===== src/hdl/harf_pkg.sv =====
// ----------------------------------------------------------------------------
// harf_pkg
// shared types, character codes and helpers for the hex request framer
// ----------------------------------------------------------------------------
`default_nettype none

package harf_pkg;

  localparam logic [7:0] CHAR_SOH = 8'h01;
  localparam logic [7:0] CHAR_STX = 8'h02;
  localparam logic [7:0] CHAR_ETX = 8'h03;

  localparam logic [1:0] SIZE_NONE   = 2'd0;
  localparam logic [1:0] SIZE_16     = 2'd1;
  localparam logic [1:0] SIZE_32     = 2'd2;
  localparam logic [1:0] SIZE_16_32  = 2'd3;

  // fixed frame positions
  localparam logic [4:0] POS_SOH     = 5'd0;
  localparam logic [4:0] POS_STATION = 5'd1;
  localparam logic [4:0] POS_CMD_HI  = 5'd2;
  localparam logic [4:0] POS_CMD_LO  = 5'd3;
  localparam logic [4:0] POS_STX     = 5'd4;
  localparam logic [4:0] POS_DN_HI   = 5'd5;
  localparam logic [4:0] POS_DN_LO   = 5'd6;
  localparam logic [4:0] POS_PAYLOAD = 5'd7;

  typedef enum logic {
    ST_IDLE,
    ST_SEND
  } state_t;

  typedef struct packed {
    logic load;
    logic step;
  } dp_cmd_t;

  typedef struct packed {
    logic last;
  } dp_sts_t;

  function automatic logic [7:0] hex_ascii(input logic [3:0] nib);
    logic [7:0] ext;
    ext = {4'h0, nib};
    return (nib < 4'd10) ? (8'h30 + ext) : (8'h37 + ext);
  endfunction

  function automatic logic [3:0] payload_chars(input logic [1:0] size);
    logic [3:0] n;
    case (size)
      SIZE_NONE: n = 4'd0;
      SIZE_16:   n = 4'd4;
      SIZE_32:   n = 4'd8;
      default:   n = 4'd12;
    endcase
    return n;
  endfunction

endpackage

`default_nettype wire


===== src/hdl/harf_if.sv =====
// ----------------------------------------------------------------------------
// harf_if
// request and frame byte channels, valid/ready handshake
// ----------------------------------------------------------------------------
`default_nettype none

interface harf_req_if;
  logic        valid;
  logic        ready;
  logic [3:0]  station;
  logic [7:0]  command;
  logic [7:0]  data_number;
  logic [1:0]  payload_size;
  logic [15:0] prefix_word;
  logic [31:0] data_word;

  modport source (output valid, station, command, data_number, payload_size,
                  prefix_word, data_word, input ready);
  modport sink (input valid, station, command, data_number, payload_size,
                prefix_word, data_word, output ready);
endinterface

interface harf_frm_if;
  logic       valid;
  logic       ready;
  logic [7:0] frame_byte;
  logic       last_byte;

  modport source (output valid, frame_byte, last_byte, input ready);
  modport sink (input valid, frame_byte, last_byte, output ready);
endinterface

`default_nettype wire


===== src/hdl/harf_ctrl.sv =====
// ----------------------------------------------------------------------------
// harf_ctrl
// frame sequencer: takes a request, then steps the datapath byte by byte
// ----------------------------------------------------------------------------
`default_nettype none

module harf_ctrl (
  input  wire logic              clk,
  input  wire logic              rst_n,
  input  wire logic              in_valid,
  output logic                   in_ready,
  output logic                   out_valid,
  input  wire logic              out_ready,
  output harf_pkg::dp_cmd_t      cmd,
  input  wire harf_pkg::dp_sts_t sts
);

  harf_pkg::state_t state_r;
  harf_pkg::state_t state_nxt;

  always_ff @(posedge clk) begin
    if (!rst_n) begin
      state_r <= harf_pkg::ST_IDLE;
    end else begin
      state_r <= state_nxt;
    end
  end

  always_comb begin
    state_nxt = state_r;
    case (state_r)
      harf_pkg::ST_IDLE: begin
        if (in_valid) begin
          state_nxt = harf_pkg::ST_SEND;
        end
      end
      harf_pkg::ST_SEND: begin
        if (out_ready && sts.last) begin
          state_nxt = harf_pkg::ST_IDLE;
        end
      end
      default: state_nxt = harf_pkg::ST_IDLE;
    endcase
  end

  always_comb begin
    in_ready  = 1'b0;
    out_valid = 1'b0;
    case (state_r)
      harf_pkg::ST_IDLE: in_ready  = 1'b1;
      harf_pkg::ST_SEND: out_valid = 1'b1;
      default: begin
        in_ready  = 1'b0;
        out_valid = 1'b0;
      end
    endcase
    cmd.load = in_valid && in_ready;
    cmd.step = out_valid && out_ready;
  end

endmodule

`default_nettype wire


===== src/hdl/harf_dp.sv =====
// ----------------------------------------------------------------------------
// harf_dp
// request hold registers, byte position, running checksum and byte select
// ----------------------------------------------------------------------------
`default_nettype none

module harf_dp (
  input  wire logic              clk,
  input  wire logic              rst_n,
  input  wire harf_pkg::dp_cmd_t cmd,
  output harf_pkg::dp_sts_t      sts,
  input  wire logic [3:0]        station,
  input  wire logic [7:0]        command,
  input  wire logic [7:0]        data_number,
  input  wire logic [1:0]        payload_size,
  input  wire logic [15:0]       prefix_word,
  input  wire logic [31:0]       data_word,
  output logic [7:0]             frame_byte,
  output logic                   last_byte
);

  logic [3:0]  station_r;
  logic [7:0]  command_r;
  logic [7:0]  data_number_r;
  logic [1:0]  size_r;
  logic [47:0] payload_r;
  logic [47:0] payload_nxt;
  logic [4:0]  pos_r;
  logic [7:0]  sum_r;

  logic [4:0]  etx_pos;
  logic [3:0]  chr_idx;
  logic [47:0] payload_sh;
  logic        in_sum;

  // payload left aligned so the first character is always the top nibble
  always_comb begin
    case (payload_size)
      harf_pkg::SIZE_16:    payload_nxt = {data_word[15:0], 32'h0};
      harf_pkg::SIZE_32:    payload_nxt = {data_word, 16'h0};
      harf_pkg::SIZE_16_32: payload_nxt = {prefix_word, data_word};
      default:              payload_nxt = 48'h0;
    endcase
  end

  always_ff @(posedge clk) begin
    if (cmd.load) begin
      station_r     <= station;
      command_r     <= command;
      data_number_r <= data_number;
      size_r        <= payload_size;
      payload_r     <= payload_nxt;
    end
  end

  always_ff @(posedge clk) begin
    if (!rst_n) begin
      pos_r <= 5'd0;
      sum_r <= 8'd0;
    end else if (cmd.load) begin
      pos_r <= 5'd0;
      sum_r <= 8'd0;
    end else if (cmd.step) begin
      pos_r <= pos_r + 5'd1;
      if (in_sum) begin
        sum_r <= sum_r + frame_byte;
      end
    end
  end

  always_comb begin
    etx_pos    = harf_pkg::POS_PAYLOAD + {1'b0, harf_pkg::payload_chars(size_r)};
    chr_idx    = 4'(pos_r - harf_pkg::POS_PAYLOAD);
    payload_sh = payload_r << {chr_idx, 2'b00};
    in_sum     = (pos_r != harf_pkg::POS_SOH) && (pos_r <= etx_pos);

    if (pos_r == harf_pkg::POS_SOH) begin
      frame_byte = harf_pkg::CHAR_SOH;
    end else if (pos_r == harf_pkg::POS_STATION) begin
      frame_byte = harf_pkg::hex_ascii(station_r);
    end else if (pos_r == harf_pkg::POS_CMD_HI) begin
      frame_byte = harf_pkg::hex_ascii(command_r[7:4]);
    end else if (pos_r == harf_pkg::POS_CMD_LO) begin
      frame_byte = harf_pkg::hex_ascii(command_r[3:0]);
    end else if (pos_r == harf_pkg::POS_STX) begin
      frame_byte = harf_pkg::CHAR_STX;
    end else if (pos_r == harf_pkg::POS_DN_HI) begin
      frame_byte = harf_pkg::hex_ascii(data_number_r[7:4]);
    end else if (pos_r == harf_pkg::POS_DN_LO) begin
      frame_byte = harf_pkg::hex_ascii(data_number_r[3:0]);
    end else if (pos_r < etx_pos) begin
      frame_byte = harf_pkg::hex_ascii(payload_sh[47:44]);
    end else if (pos_r == etx_pos) begin
      frame_byte = harf_pkg::CHAR_ETX;
    end else if (pos_r == etx_pos + 5'd1) begin
      frame_byte = harf_pkg::hex_ascii(sum_r[7:4]);
    end else begin
      frame_byte = harf_pkg::hex_ascii(sum_r[3:0]);
    end

    last_byte = (pos_r == etx_pos + 5'd2);
    sts.last  = last_byte;
  end

endmodule

`default_nettype wire


===== src/hdl/hex_ascii_request_framer.sv =====
// ----------------------------------------------------------------------------
// hex_ascii_request_framer
// frames a request as SOH, hex fields, STX/ETX and a two-character sum8
// the first frame byte is offered in the cycle after the request transaction
// throughput: one byte per cycle while out_frm.ready is high, 10/14/18/22 bytes
// per frame by payload size; a new request is taken the cycle after the last byte
// reset: synchronous active low, returns to idle with position and sum cleared
// ----------------------------------------------------------------------------
`default_nettype none

module hex_ascii_request_framer (
  input  wire logic clk,
  input  wire logic rst_n,
  harf_req_if.sink  in_req,
  harf_frm_if.source out_frm
);

  harf_pkg::dp_cmd_t cmd;
  harf_pkg::dp_sts_t sts;

  harf_ctrl u_ctrl (
    .clk       (clk),
    .rst_n     (rst_n),
    .in_valid  (in_req.valid),
    .in_ready  (in_req.ready),
    .out_valid (out_frm.valid),
    .out_ready (out_frm.ready),
    .cmd       (cmd),
    .sts       (sts)
  );

  harf_dp u_dp (
    .clk          (clk),
    .rst_n        (rst_n),
    .cmd          (cmd),
    .sts          (sts),
    .station      (in_req.station),
    .command      (in_req.command),
    .data_number  (in_req.data_number),
    .payload_size (in_req.payload_size),
    .prefix_word  (in_req.prefix_word),
    .data_word    (in_req.data_word),
    .frame_byte   (out_frm.frame_byte),
    .last_byte    (out_frm.last_byte)
  );

  a_no_overlap: assert property (@(posedge clk) disable iff (!rst_n)
    !(in_req.ready && out_frm.valid))
    else $error("request taken while a frame is in flight");

  a_starts_soh: assert property (@(posedge clk) disable iff (!rst_n)
    (in_req.valid && in_req.ready) |=>
      (out_frm.valid && out_frm.frame_byte == harf_pkg::CHAR_SOH))
    else $error("frame does not open with SOH");

  a_last_ends: assert property (@(posedge clk) disable iff (!rst_n)
    (out_frm.valid && out_frm.ready && out_frm.last_byte) |=>
      (in_req.ready && !out_frm.valid))
    else $error("frame did not end after last byte");

  a_step_not_load: assert property (@(posedge clk) disable iff (!rst_n)
    !(cmd.load && cmd.step))
    else $error("load and step in the same cycle");

endmodule

`default_nettype wire

===== src/flat_wrapper.sv =====
// flat-port wrapper written by rule: the top's interface ports become plain ports
module hex_ascii_request_framer_flat 
  (clk, rst_n, in_req_valid, in_req_station, in_req_command, in_req_data_number, in_req_payload_size, in_req_prefix_word, in_req_data_word, in_req_ready, out_frm_valid, out_frm_frame_byte, out_frm_last_byte, out_frm_ready);
  harf_req_if in_req_i ();
  harf_frm_if out_frm_i ();
  input  wire logic clk;
  input  wire logic rst_n;
  input wire logic [$bits(in_req_i.valid)-1:0] in_req_valid;
  input wire logic [$bits(in_req_i.station)-1:0] in_req_station;
  input wire logic [$bits(in_req_i.command)-1:0] in_req_command;
  input wire logic [$bits(in_req_i.data_number)-1:0] in_req_data_number;
  input wire logic [$bits(in_req_i.payload_size)-1:0] in_req_payload_size;
  input wire logic [$bits(in_req_i.prefix_word)-1:0] in_req_prefix_word;
  input wire logic [$bits(in_req_i.data_word)-1:0] in_req_data_word;
  output wire logic [$bits(in_req_i.ready)-1:0] in_req_ready;
  output wire logic [$bits(out_frm_i.valid)-1:0] out_frm_valid;
  output wire logic [$bits(out_frm_i.frame_byte)-1:0] out_frm_frame_byte;
  output wire logic [$bits(out_frm_i.last_byte)-1:0] out_frm_last_byte;
  input wire logic [$bits(out_frm_i.ready)-1:0] out_frm_ready;
  assign in_req_i.valid = in_req_valid;
  assign in_req_i.station = in_req_station;
  assign in_req_i.command = in_req_command;
  assign in_req_i.data_number = in_req_data_number;
  assign in_req_i.payload_size = in_req_payload_size;
  assign in_req_i.prefix_word = in_req_prefix_word;
  assign in_req_i.data_word = in_req_data_word;
  assign in_req_ready = in_req_i.ready;
  assign out_frm_valid = out_frm_i.valid;
  assign out_frm_frame_byte = out_frm_i.frame_byte;
  assign out_frm_last_byte = out_frm_i.last_byte;
  assign out_frm_i.ready = out_frm_ready;
  hex_ascii_request_framer u_core (.clk(clk), .rst_n(rst_n), .in_req(in_req_i), .out_frm(out_frm_i));
endmodule

===== config.mk =====
export PLATFORM = sky130hd
export DESIGN_NAME = hex_ascii_request_framer_flat
export DESIGN_NICKNAME = d
export VERILOG_FILES = /design/src/hdl/harf_pkg.sv /design/src/hdl/harf_if.sv /design/src/hdl/harf_ctrl.sv /design/src/hdl/harf_dp.sv /design/src/hdl/hex_ascii_request_framer.sv /design/src/flat_wrapper.sv
export SDC_FILE = /design/constraint.sdc
export NUM_CORES = 1
export LEC_CHECK = 0
export BUFFER_PORTS_ARGS = -buffer_cell sky130_fd_sc_hd__buf_2
export CAP_MARGIN = 15
export CORE_UTILIZATION = 60
export CTS_CLUSTER_DIAMETER = 50
export CTS_CLUSTER_SIZE = 10
export DETAILED_ROUTE_END_ITERATION = 12
export PLACE_DENSITY = 0.83
export SYNTH_ARGS = -nofsm -noshare
export SYNTH_HDL_FRONTEND = slang
export SYNTH_SLANG_ARGS = --single-unit

===== constraint.sdc =====
create_clock -name clk -period 12.3 [get_ports clk]
set_clock_uncertainty 0.05 [all_clocks]
set_input_delay 0.615 -clock clk [delete_from_list [all_inputs] [get_ports clk]]
set_output_delay 0.615 -clock clk [all_outputs]
set_load 0.03 [all_outputs]

==> impl_metrics.env <==
export IMPL_fin_crit_ns=4.92
export IMPL_r2r_end="u_core.u_dp.sum_r[7]"
export IMPL_p_int_mw=0.443
export IMPL_place_ws_ns=7.41
export IMPL_postCtsHoldBufs=0
export IMPL_avgSynthCellArea_sq_um=10.8
export IMPL_grt_overflow_total=0
export IMPL_num_rows=35
export IMPL_antenna_found_initial=0
export IMPL_p_leak_nw=2.55
export IMPL_via_per_inst=6.14
export IMPL_dr_total_vias=4347
export IMPL_worst_pin_slew_ns=1.11
export IMPL_synth_area_leaders="edfxtp_1, ha_1, mux4_1, dfxtp_1, mux2i_1"
export IMPL_setup_ws_ns=7.38
export IMPL_p_comb_share_pct=14.9
export IMPL_synth_top_area_share_pct=37.2
export IMPL_ys_flop_type="edfxtp_1"
export IMPL_synthCells=525
export IMPL_ys_warn_count=0
export IMPL_report_final_slew_viol_count=0
export IMPL_rr_startpoint="u_core.u_dp.pos_r[0]"
export IMPL_cts_resized=0
export IMPL_root_buffer="clkbuf_8"
export IMPL_dieArea_sq_mm=0.00980
export IMPL_cap_violations=0
export IMPL_path_cells="inv_1 -> ha_1 -> mux4_1 -> nand3_1 -> and3_1 -> ha_1 -> a31o_2 -> a211oi_1 -> ha_1 -> a21o_1 -> a21oi_1 -> o21bai_1 -> a21oi_1 -> o21a_1 -> o21ai_0 -> a21oi_1"
export IMPL_ys_types=69
export IMPL_pin_count=85
export IMPL_async_flop_share_pct=0
export IMPL_status="finished, final reports clean"
export IMPL_hpwl_mm=9.11
export IMPL_worst_ep_required_time_ns=12.53
export IMPL_r2r_slack_ns=7.38
export IMPL_min_path_cells=1
export IMPL_setup_viol=0
export IMPL_initial_utilization_pct=61.4
export IMPL_critPathCaptureType="flop"
export IMPL_arrival_ns=5.14
export IMPL_crit_type="flop to flop"
export IMPL_cp_num_buf_inv=1
export IMPL_wl_mm=12.0
export IMPL_layout_common_cells="buf_2, edfxtp_1, a21oi_1"
export IMPL_place_gp_congestion=0.933
export IMPL_fp_dieW_um=99
export IMPL_cts_tree="done"
export IMPL_path_delay_family="compound AO/OA/AOI/OAI gates"
export IMPL_routedWlPerCell_um=16.9
export IMPL_layout_cells_most_common="buf_2"
export IMPL_cts_setup_buffers=0
export IMPL_ys_seq_area_share_pct=42.2
export IMPL_postRouteAntennaNets=0
export IMPL_insertion_delay_ns=0.35
export IMPL_fmax_ghz=0.203
export IMPL_hold_ws_ns=0.379
export IMPL_syn2layout_area_growth_pct=10.2
export IMPL_dieHeight_um=99
export IMPL_critPathMaxFanout=19
export IMPL_use_met1_pct=30.3
export IMPL_clkTransAtPathRegs_ns=0.09
export IMPL_finalPower_mw=0.604
export IMPL_synth_fp_nets=624
export IMPL_finalHoldViolations=0
export IMPL_cts_buffers=9
export IMPL_yosysTopAreaCell="edfxtp_1"
export IMPL_p_switching_mw=0.161
export IMPL_grt_util_met2_pct=47.2
export IMPL_worstRegToRegCells=16
export IMPL_grt_busiest_layer="met2"
export IMPL_antenna_cells=0
export IMPL_cp_slowest_cell="dfxtp_1"
export IMPL_grt_max_degree=72
export IMPL_drc=0
export IMPL_hold_class="input pin to flop"
export IMPL_drt_iter0_markers=169
export IMPL_slowest_delay_ns=0.87
export IMPL_finalSetupTns_ns=0
export IMPL_hold_end="u_core.u_dp.data_number_r[0]"
export IMPL_p_sw_share_pct=26.6
export IMPL_portBuffers=83
export IMPL_h_tree_depth=3
export IMPL_p_clk_share_pct=29.7
export IMPL_peakVddDrop_uv=55.4
export IMPL_use_met3_pct=4.75
export IMPL_first_pass_iters=4
export IMPL_cts_path_max_buffers=2
export IMPL_ys_ff_latch=84
export IMPL_core_area_sq_mm=0.00920
export IMPL_min_from="in_req_data_number[0]"
export IMPL_relSlewSlack_pct=26.2
export IMPL_nNetsFinal=691
export IMPL_synth_edf_count=70
export IMPL_grt_pass1_vias=4253
export IMPL_grt_setup_unrepaired="no"
export IMPL_grt_first_pass_wirelength_mm=19.7
export IMPL_drive_gt1_share_pct=21.9
export IMPL_p_seq_share_pct=55.4
export IMPL_cts_sinks=84
export IMPL_critPathLaunchType="flop"
export IMPL_synth_area_sq_mm=0.00565
export IMPL_period_share_pct=40.0
export IMPL_power_density_mw_per_mm2=97.1
export IMPL_grt_usage_pct=25.8
power groups by stage:
stage	Clock (mW)	Sequential (mW)	Combinational (mW)
after floorplan	0	0.339	0.0651
after global placement	0	0.341	0.0863
after detailed placement	0	0.342	0.0891
after CTS	0.183	0.335	0.0897
after global routing	0.194	0.337	0.0989
final	0.179	0.335	0.0899
cells in the mapped netlist, types with 3 or more instances:
master	count
a22o_1	16
edfxtp_1	70
nand3_1	19
xnor2_1	14
nor3_1	12
inv_1	26
ha_1	24
mux2_2	16
mux4_1	11
o21a_1	3
o21bai_1	3
and3_1	20
a211oi_1	3
a21oi_1	34
or3_1	4
xor2_1	5
buf_6	3
a221oi_1	4
mux2i_1	27
o21ai_0	28
nor2_1	33
buf_1	4
and2_1	3
a21o_1	5
nand2_1	28
clkbuf_1	15
a31oi_1	4
nor2b_1	20
o211ai_1	5
dfxtp_1	14
layer usage:
metal / share of wire [%] / vias up
met4: 2.0 / 0
met2: 51 / 151
met1: 41 / 2055
met3: 5.1 / 23
li1: - / 2118
met5: 0 / -
stage by stage:
stage | util, % | area (sq um) | cells
after CTS | 67.7 | 6220 | 708
final | 67.7 | 6220 | 708
after floorplan | - | 5650 | 525
after global routing | 67.7 | 6220 | 708
after global placement | 65.7 | 6040 | 692
after detailed placement | 65.7 | 6040 | 692
registers in the layout, summed over array words and instances (netlist names):
| name | flops |
|---|---|
| u_core.u_dp.size_r | 2 |
| u_core.u_ctrl.state_r | 1 |
| u_core.u_dp.data_number_r | 8 |
| u_core.u_dp.command_r | 8 |
| u_core.u_dp.sum_r | 8 |
| u_core.u_dp.payload_r | 48 |
| u_core.u_dp.pos_r | 5 |
| u_core.u_dp.station_r | 4 |
layout make-up:
class                   count  area [sq um]
well taps                 111           139
multi-input cells         386          3000
clock inverters             6          50.0
repair buffers             85           430
fillers                   720          2970
clock buffers              10           128
flip-flops and latches     84          2380
inverters                  26          97.6
worst register-to-register path: cells and delay by family (launching register included):
family          cells  cell delay [ns]
flops               1             0.87
mux                 1             0.35
buf+inv             1             0.15
compound gates      9             1.82
fa+ha+maj           3             1.20
simple gates        2             0.40
cell families after synthesis:
kind of cell,after synthesis,synth area share (%)
XOR/XNOR,20,3.44
AO/OA/AOI/OAI,127,15.2
buffers and inverters,55,4.88
other,1,0.0664
flip-flops,84,42.2
multiplexers,55,13.5
adder cells (fa/ha/maj),25,5.67
AND/OR/NAND/NOR,158,15.1
worst max-delay path by stage:
stage	from	depth (start not counted)	endpoint	slack [ns]
after global routing	u_core.u_dp.pos_r[0]	16	u_core.u_dp.sum_r[7]	6.94
after CTS	u_core.u_dp.pos_r[0]	16	u_core.u_dp.sum_r[7]	7.38
final	u_core.u_dp.pos_r[0]	16	u_core.u_dp.sum_r[7]	7.38
after global placement	u_core.u_dp.pos_r[0]	16	u_core.u_dp.sum_r[7]	7.63
after detailed placement	u_core.u_dp.pos_r[0]	16	u_core.u_dp.sum_r[7]	7.41
after floorplan	u_core.u_dp.pos_r[0]	20	u_core.u_dp.sum_r[7]	7.67
(Power assumes the default switching activity.)
